==> src/rtl/core/bmpx_pkg.sv <==
package bmpx_pkg;

    // Fixed field widths of the stream.
    localparam int unsigned BYTE_W      = 8;
    localparam int unsigned INDEX_W     = 8;
    localparam int unsigned MSG_BIT_W   = 3;
    localparam int unsigned POS_W       = 32;

    // BMP header layout: the pixel-data offset sits in bytes 10 to 13.
    localparam int unsigned HEADER_BYTES = 54;
    localparam int unsigned OFFSET_FIRST = 10;
    localparam int unsigned OFFSET_LAST  = 13;

    localparam int unsigned LENGTH_BITS_DEFAULT = 8;

    localparam int unsigned QUEUE_DEPTH = 2;

    // One decoded pixel-data byte handed from the front to the back.
    typedef struct packed {
        logic lsb;
        logic first;
    } op_t;

    typedef struct packed {
        logic [INDEX_W-1:0] message_index;
        logic [BYTE_W-1:0]  message_byte;
        logic               message_last;
    } result_t;

    typedef enum logic [2:0] {
        PH_IDLE    = 3'b001,
        PH_LENGTH  = 3'b010,
        PH_MESSAGE = 3'b100
    } phase_t;

endpackage

==> src/rtl/core/bmpx_front.sv <==
module bmpx_front (
    input  logic                        clk,
    input  logic                        rst_n,
    input  logic                        s_tvalid,
    output logic                        s_tready,
    input  logic [bmpx_pkg::BYTE_W-1:0] s_tdata,   // [7:0] file_byte
    input  logic                        s_tuser,   // [0] file_start
    input  logic                        q_ready,
    output logic                        q_push,
    output bmpx_pkg::op_t               q_op
);
    import bmpx_pkg::*;

    logic [POS_W-1:0] pos_reg, pos_next;
    logic [POS_W-1:0] offset_reg, offset_next;
    logic             header_reg, header_next;

    logic [POS_W-1:0] eff_pos;
    logic [POS_W-1:0] eff_offset;
    logic             eff_header;
    logic             in_data;
    logic             accept;
    logic [1:0]       lane;

    assign s_tready = q_ready;
    assign accept   = s_tvalid && s_tready;

    always_comb
    begin
        // A file start restarts the parser before this item is handled.
        eff_pos     = s_tuser ? '0 : pos_reg;
        eff_offset  = s_tuser ? '0 : offset_reg;
        eff_header  = s_tuser ? 1'b1 : header_reg;
        lane        = eff_pos[1:0] + 2'd2;
        offset_next = eff_offset;
        if (eff_header && eff_pos >= POS_W'(OFFSET_FIRST) && eff_pos <= POS_W'(OFFSET_LAST))
        begin
            offset_next[lane*BYTE_W +: BYTE_W] = s_tdata;
        end
        in_data     = !eff_header ||
                      (eff_pos >= POS_W'(HEADER_BYTES) && eff_pos >= offset_next);
        pos_next    = (eff_pos == '1) ? eff_pos : eff_pos + POS_W'(1);
        header_next = eff_header && !in_data;
        q_push      = accept && in_data;
        q_op.lsb    = s_tdata[0];
        q_op.first  = eff_header;
    end

    always_ff @(posedge clk or negedge rst_n)
    begin
        if (!rst_n)
        begin
            pos_reg    <= '0;
            offset_reg <= '0;
            header_reg <= 1'b1;
        end
        else if (accept)
        begin
            pos_reg    <= pos_next;
            offset_reg <= offset_next;
            header_reg <= header_next;
        end
    end

    a_start_stays_in_header: assert property (@(posedge clk) disable iff (!rst_n)
        (accept && s_tuser) |=> header_reg)
        else $error("file start left the header phase");

endmodule

==> src/rtl/core/bmpx_queue.sv <==
module bmpx_queue (
    input  logic          clk,
    input  logic          rst_n,
    input  logic          push,
    input  bmpx_pkg::op_t push_op,
    output logic          ready,
    output logic          valid,
    output bmpx_pkg::op_t head_op,
    input  logic          pop
);
    import bmpx_pkg::*;

    localparam int unsigned PTR_W = $clog2(QUEUE_DEPTH);
    localparam int unsigned CNT_W = $clog2(QUEUE_DEPTH + 1);

    op_t              mem_reg [QUEUE_DEPTH];
    logic [PTR_W-1:0] wr_ptr_reg, rd_ptr_reg;
    logic [CNT_W-1:0] count_reg, count_next;
    logic             do_push, do_pop;

    assign ready   = count_reg != CNT_W'(QUEUE_DEPTH);
    assign valid   = count_reg != '0;
    assign head_op = mem_reg[rd_ptr_reg];
    assign do_push = push && ready;
    assign do_pop  = pop && valid;

    always_comb
    begin
        count_next = count_reg;
        if (do_push && !do_pop)
        begin
            count_next = count_reg + CNT_W'(1);
        end
        else if (do_pop && !do_push)
        begin
            count_next = count_reg - CNT_W'(1);
        end
    end

    always_ff @(posedge clk)
    begin
        if (do_push)
        begin
            mem_reg[wr_ptr_reg] <= push_op;
        end
    end

    always_ff @(posedge clk or negedge rst_n)
    begin
        if (!rst_n)
        begin
            wr_ptr_reg <= '0;
            rd_ptr_reg <= '0;
            count_reg  <= '0;
        end
        else
        begin
            if (do_push)
            begin
                wr_ptr_reg <= (wr_ptr_reg == PTR_W'(QUEUE_DEPTH - 1)) ? '0
                                                                     : wr_ptr_reg + PTR_W'(1);
            end
            if (do_pop)
            begin
                rd_ptr_reg <= (rd_ptr_reg == PTR_W'(QUEUE_DEPTH - 1)) ? '0
                                                                     : rd_ptr_reg + PTR_W'(1);
            end
            count_reg <= count_next;
        end
    end

    a_count_bounded: assert property (@(posedge clk) disable iff (!rst_n)
        count_reg <= CNT_W'(QUEUE_DEPTH))
        else $error("queue count overflow");

    a_no_push_when_full: assert property (@(posedge clk) disable iff (!rst_n)
        push |-> ready)
        else $error("push into a full queue");

endmodule

==> src/rtl/core/bmpx_back.sv <==
module bmpx_back #(
    parameter int unsigned LENGTH_BITS = bmpx_pkg::LENGTH_BITS_DEFAULT
) (
    input  logic               clk,
    input  logic               rst_n,
    input  logic               q_valid,
    input  bmpx_pkg::op_t      q_op,
    output logic               q_pop,
    output logic               out_valid,
    output bmpx_pkg::result_t  out_result,
    input  logic               out_ready
);
    import bmpx_pkg::*;

    localparam int unsigned BIT_W = $clog2(LENGTH_BITS);

    phase_t                 phase_reg, phase_next;
    logic [LENGTH_BITS-1:0] hidden_reg, hidden_next;
    logic [LENGTH_BITS-1:0] emitted_reg, emitted_next;
    logic [BIT_W-1:0]       idx_reg, idx_next;
    logic [BYTE_W-1:0]      asm_reg, asm_next;
    logic                   out_valid_reg, out_valid_next;
    result_t                out_reg, out_next;

    phase_t                 op_phase;
    logic [LENGTH_BITS-1:0] hidden_cur;
    logic [LENGTH_BITS-1:0] emitted_inc;
    logic [BIT_W-1:0]       idx_cur;
    logic [BYTE_W-1:0]      asm_new;
    logic                   emit;
    logic                   last;

    assign q_pop      = q_valid && (!out_valid_reg || out_ready);
    assign out_valid  = out_valid_reg;
    assign out_result = out_reg;

    always_comb
    begin
        phase_next   = phase_reg;
        hidden_next  = hidden_reg;
        emitted_next = emitted_reg;
        idx_next     = idx_reg;
        asm_next     = asm_reg;
        out_next     = out_reg;
        emit         = 1'b0;
        // The first pixel-data byte of a file starts a fresh length field.
        op_phase     = q_op.first ? PH_LENGTH : phase_reg;
        hidden_cur   = q_op.first ? '0 : hidden_reg;
        idx_cur      = q_op.first ? '0 : idx_reg;
        emitted_inc  = emitted_reg + LENGTH_BITS'(1);
        last         = emitted_inc == hidden_reg;
        asm_new      = asm_reg | (BYTE_W'(q_op.lsb) << idx_cur[MSG_BIT_W-1:0]);
        if (q_pop)
        begin
            unique case (op_phase)
                PH_IDLE:
                begin
                end
                PH_LENGTH:
                begin
                    hidden_next = hidden_cur | (LENGTH_BITS'(q_op.lsb) << idx_cur);
                    if (idx_cur == BIT_W'(LENGTH_BITS - 1))
                    begin
                        idx_next     = '0;
                        asm_next     = '0;
                        emitted_next = '0;
                        phase_next   = (hidden_next == '0) ? PH_IDLE : PH_MESSAGE;
                    end
                    else
                    begin
                        idx_next   = idx_cur + BIT_W'(1);
                        phase_next = PH_LENGTH;
                    end
                end
                PH_MESSAGE:
                begin
                    if (idx_cur[MSG_BIT_W-1:0] == '1)
                    begin
                        emit                  = 1'b1;
                        out_next.message_byte  = asm_new;
                        out_next.message_index = emitted_reg[INDEX_W-1:0];
                        out_next.message_last  = last;
                        emitted_next          = emitted_inc;
                        idx_next              = '0;
                        asm_next              = '0;
                        if (last)
                        begin
                            phase_next = PH_IDLE;
                        end
                    end
                    else
                    begin
                        asm_next = asm_new;
                        idx_next = idx_cur + BIT_W'(1);
                    end
                end
                default:
                begin
                    phase_next = PH_IDLE;
                end
            endcase
        end
        out_valid_next = emit ? 1'b1 : (out_ready ? 1'b0 : out_valid_reg);
    end

    always_ff @(posedge clk)
    begin
        out_reg <= out_next;
    end

    always_ff @(posedge clk or negedge rst_n)
    begin
        if (!rst_n)
        begin
            phase_reg     <= PH_IDLE;
            hidden_reg    <= '0;
            emitted_reg   <= '0;
            idx_reg       <= '0;
            asm_reg       <= '0;
            out_valid_reg <= 1'b0;
        end
        else
        begin
            phase_reg     <= phase_next;
            hidden_reg    <= hidden_next;
            emitted_reg   <= emitted_next;
            idx_reg       <= idx_next;
            asm_reg       <= asm_next;
            out_valid_reg <= out_valid_next;
        end
    end

    a_first_starts_length: assert property (@(posedge clk) disable iff (!rst_n)
        (q_pop && q_op.first) |=> (phase_reg == PH_LENGTH))
        else $error("first pixel byte did not start the length field");

    a_last_goes_idle: assert property (@(posedge clk) disable iff (!rst_n)
        (emit && last) |=> (phase_reg == PH_IDLE && out_valid_reg))
        else $error("last message item did not end the message");

    a_emit_only_in_message: assert property (@(posedge clk) disable iff (!rst_n)
        emit |-> (phase_reg == PH_MESSAGE && !q_op.first))
        else $error("item emitted outside the message phase");

endmodule

==> src/rtl/core/bmp_lsb_message_extractor_core.sv <==
// Extracts a message hidden in the least significant bits of a BMP file's
// pixel bytes. The file streams in one byte per item on the s_ side, with
// tuser set on the first byte of each file. The header is parsed for the
// pixel-data offset (an offset below 54 counts as 54), the first LENGTH_BITS
// pixel bytes give the message length, and each following group of 8 pixel
// bytes yields one message item on the m_ side, tlast set on the final byte.
// The s_ side takes one byte per clock while the queue has room. The front
// parses the header and passes pixel bytes through a two-entry queue to the
// back, which assembles bytes into a registered output; a message byte passes
// the queue and then the output register. The rate is set by the back, which
// takes one queued byte per cycle whenever its output register is free.
module bmp_lsb_message_extractor_core #(
    parameter int unsigned LENGTH_BITS = bmpx_pkg::LENGTH_BITS_DEFAULT
) (
    input  logic                                            clk,
    input  logic                                            rst_n,
    input  logic                                            s_tvalid,
    output logic                                            s_tready,
    input  logic [bmpx_pkg::BYTE_W-1:0]                     s_tdata,  // [7:0] file_byte
    input  logic                                            s_tuser,  // [0] file_start
    output logic                                            m_tvalid,
    input  logic                                            m_tready,
    // [7:0] message_byte, [15:8] message_index
    output logic [bmpx_pkg::BYTE_W+bmpx_pkg::INDEX_W-1:0]   m_tdata,
    output logic                                            m_tlast
);
    import bmpx_pkg::*;

    logic    q_push, q_ready, q_valid, q_pop;
    op_t     push_op, head_op;
    result_t result;

    bmpx_front u_front (
        .clk      (clk),
        .rst_n    (rst_n),
        .s_tvalid (s_tvalid),
        .s_tready (s_tready),
        .s_tdata  (s_tdata),
        .s_tuser  (s_tuser),
        .q_ready  (q_ready),
        .q_push   (q_push),
        .q_op     (push_op)
    );

    bmpx_queue u_queue (
        .clk     (clk),
        .rst_n   (rst_n),
        .push    (q_push),
        .push_op (push_op),
        .ready   (q_ready),
        .valid   (q_valid),
        .head_op (head_op),
        .pop     (q_pop)
    );

    bmpx_back #(
        .LENGTH_BITS (LENGTH_BITS)
    ) u_back (
        .clk        (clk),
        .rst_n      (rst_n),
        .q_valid    (q_valid),
        .q_op       (head_op),
        .q_pop      (q_pop),
        .out_valid  (m_tvalid),
        .out_result (result),
        .out_ready  (m_tready)
    );

    assign m_tdata = {result.message_index, result.message_byte};
    assign m_tlast = result.message_last;

endmodule
==> config.mk <==
export PLATFORM = sky130hd
export DESIGN_NAME = bmp_lsb_message_extractor_core
export DESIGN_NICKNAME = d
export VERILOG_FILES = /design/src/rtl/core/bmpx_pkg.sv /design/src/rtl/core/bmpx_front.sv /design/src/rtl/core/bmpx_queue.sv /design/src/rtl/core/bmpx_back.sv /design/src/rtl/core/bmp_lsb_message_extractor_core.sv
export SDC_FILE = /design/constraint.sdc
export NUM_CORES = 1
export LEC_CHECK = 0
export BUFFER_PORTS_ARGS = -buffer_cell sky130_fd_sc_hd__buf_2
export CAP_MARGIN = 10
export CORE_ASPECT_RATIO = 1.5
export CORE_MARGIN = 4
export CORE_UTILIZATION = 55
export DETAILED_ROUTE_END_ITERATION = 16
export GPL_TIMING_DRIVEN = 0
export HOLD_SLACK_MARGIN = 0.12
export PLACE_DENSITY_LB_ADDON = 0.15
export SLEW_MARGIN = 20
export SYNTH_ARGS = -nofsm -noshare
export SYNTH_HDL_FRONTEND = slang
export SYNTH_SLANG_ARGS = --single-unit
==> constraint.sdc <==
create_clock -name clk -period 4.15 [get_ports clk]
set_clock_uncertainty 0.05 [all_clocks]
set_input_delay 0 -clock clk [delete_from_list [all_inputs] [get_ports clk]]
set_output_delay 0 -clock clk [all_outputs]
set_load 0.1 [all_outputs]
==> metrics.md <==
| Metric | Value |
|---|---|
| Outcome | complete, but fails checks |
| Failing checks | negative setup slack |
| Post-layout util | 68.8% |
| Final worst-path cycle share | 108% |
| I/O Buffers | 31 |
| Syn nets | 755 |
| Syn Inst Count | 701 |
| Maxcap violations | 0 |
| Final setup vio count | 8 |
| Io pins | 32 |
| Critical Path Sink Type | flop |
| Met1 GRT Util | 28.2% |
| Final worst path period need | 4.50 ns |
| DRT Wirelength | 19900 µm |
| Worst hold slack | 0.167 ns |
| Post-DP Area | 7440 µm² |
| Setup CP Type | flop to flop |
| Grt peak-use layer | met2 |
| Num Clock Sinks | 121 |
| Placed instance count | 889 |
| Synthesis Warnings | 0 |
| DP Wirelength | 14000 µm |
| CTS buffer count | 17 |
| Yosys cell types | 75 |
| Die X | 100 µm |
| Worst-Skew Late Latency | 0.42 ns |
| Worst reg2reg startpoint | u_front.pos_reg[0]$_DFFE_PN0P_ |
| Clock root buffer master | clkbuf_16 |
| Initial antenna violation count | 0 |
| Commonest cells in the synthesized netlist | dfrtp_1 (98), nand2_1 (74), o21ai_0 (47), ha_1 (41), nor2_1 (33) |
| Top-area cell type share of the netlist area | 34.8% |
| Die Ht | 147 µm |
| Row cnt | 50 |
| Routed len/inst | 20.8 µm |
| Full die area | 14700 µm² |
| DR DRC count | 0 |
| Seq cells post-synth | 121 |
| DRT antenna net count | 0 |
| Max Slew Vio Count | 0 |
| Synth Cell Area | 7050 µm² |
| Met3 global-route usage | 5.11% |
| Total number of vias | 6018 |
| Post-route setup slack | -0.352 ns |
| Htree depth | 4 |
| Core Area | 12500 µm² |
| Crit-path max FO | 10 |
| Gr usage total | 26.8% |
| Static Leak | 3.69 nW |
| Final Non-Filler Cells | 953 |
| Total grt overflow | 0 |
| Met2 Resource Use GR | 48.3% |
| Syn Area/Cell | 10.1 µm² |
| Reg-to-reg slack, setup | -0.35 ns |
| Most used standard cell by instance count after synthesis | dfrtp_1 |
| Worst setup path endpoint | u_queue.count_reg[1]$_DFFE_PN0P_ |
| Power Density | 450 nW/µm² |
| RSZ-0062 raised after global routing | true |
| Critical path required time | 4.40 ns |
| Vias in the first global route | 6017 |
| Data arrival, critical path | 4.75 ns |
| CP startpoint kind | flop |
| Final Hold Viols | 0 |
| NumNets Final | 838 |
| R2R depth | 23 |
| Ant. Diodes | 0 |
| Ranking of synthesized cells by area | dfrtp_1 (35%), edfxtp_1 (8.9%), ha_1 (7.3%) |
| Fmax | 222 MHz |
| Worst slew pin tran | 0.734 ns |
| Ys flop type | dfrtp_1 |
| Asr flop ratio synth | 82.6% |
| Maximum vdd drop | 235 µV |
| Synth-to-Final Area Change | 22.1% |
| First-pass GRT wire length | 30800 µm |
| Total power | 0.00387 W |
| CTS max path bufs | 2 |
| Reg clk slew, reported paths | 0.06 ns |
| GP Congestion | 0.966 |
| Vias per cell | 6.31 |
| First drt pass iteration count | 6 |
| Layout cells sized above 1 | 21.1% |
| CTS tree | built |
| DRT iter0 DRCs | 364 |
| Post-synth top area cell | dfrtp_1 |
| Seq/Total Area, Yosys | 44.5% |
| RR Endpoint | u_queue.count_reg[1]$_DFFE_PN0P_ |
| Slew headroom | 49.7% |
| EDFF count, synth | 21 |
| Final Cell Area | 8600 µm² |
| Hold path cells | 4 |
| Initial Util | 56.3% |
| Crit path from | u_front.pos_reg[0]$_DFFE_PN0P_ |
| Largest net degree at the start of global routing | 74 |
| Hold Crit Class | input port to flop |
power by group:
group          switching [W]  total, W  internal, W
registers           0.000110   0.00142      0.00131
logic               0.000591  0.000926     0.000335
clock network       0.000618   0.00153     0.000911
placed cells by master, fill, tap and decap left out, drive strengths merged, types with 18 or more instances in the layout:
cell type	instances
dfrtp	98
nand2	74
buf	62
o21ai	48
ha	41
clkbuf	35
nor2	33
nor2b	29
nand3	29
a22oi	25
xnor2	22
xor2	22
a22o	22
edfxtp	21
inv	21
a21oi	19
nor3	18
metal layers:
layer  up-vias  share of wire, %
met1      2893                35
met4         0               6.9
li1       2762                 -
met2       265                54
met3        98               4.2
met5         -                 0
area by class of cell:
cell class                 count  area [µm²]
inverter                      11        46.3
tap                          156         195
buffer                        28         176
fill                         972        3910
clock buffer                  17         425
multi-input combinational    540        3930
sequential                   121        3140
clock inverter                15         179
timing repair buffer          65         514
metrics by stage:
| step | worst slack [ns] | TNS, ns |
|---|---|---|
| global placement | -1.09 | -6.90 |
| global route | -0.409 | -2.11 |
| CTS | -0.0487 | -0.0487 |
| detailed placement | -1.17 | -7.19 |
| floorplan | 0.0229 | 0 |
| finish | -0.352 | -1.68 |
timing repair:
action / in CTS / in global routing
resized for setup: 35 / 21
endpoints found under the setup margin: 8 / 8
pin swaps: 20 / 9
hold buffers: 14 / 0
setup buffers: 9 / 10
gates cloned: 0 / 1
hold endpoints to repair: 138 / 0
critical path, stage by stage (launching register included):
cell and delay, ns:
dfrtp_1 0.33, or2b_4 0.30, buf_6 0.13, ha_4 0.15
o211ai_1 0.28, a2111oi_4 0.13, buf_4 0.16, buf_4 0.12
and4_2 0.21, buf_2 0.16, buf_4 0.19, nor3b_2 0.19
a31oi_1 0.10, ha_1 0.39, nand3_2 0.13, nor3_2 0.14
nand3_2 0.13, nor4_4 0.20, o211ai_1 0.23, nand3_2 0.17
ha_4 0.14, xor2_1 0.15, nor2_1 0.07, xor2_1 0.14
worst min path at each step:
stage             start                         endpoint  slack [ns]
2_1_floorplan     rst_n    u_back.asm_reg[0]$_DFFE_PN0P_       -0.35
3_3_place_gp   m_tready     u_back.out_valid$_DFFE_PN0P_        0.23
3_5_place_dp      rst_n     u_back.out_valid$_DFFE_PN0P_       -0.16
4_1_cts         s_tuser  u_front.pos_reg[10]$_DFFE_PN0P_        0.15
5_1_grt         s_tuser  u_front.pos_reg[10]$_DFFE_PN0P_        0.17
6_report        s_tuser  u_front.pos_reg[10]$_DFFE_PN0P_        0.17
kinds of logic (layout without fill, tap and decap cells):
kind of cell	after synthesis	in the layout	synth area share (%)
AO/OA/AOI/OAI	162	162	15.8
adder cells (fa/ha/maj)	41	41	7.28
buffers and inverters	41	136	3.18
multiplexers	7	7	1.07
XOR/XNOR	44	44	5.47
AND/OR/NAND/NOR	285	286	22.7
flip-flops	121	121	44.5
Note: power is estimated with default switching activity, not from simulation.
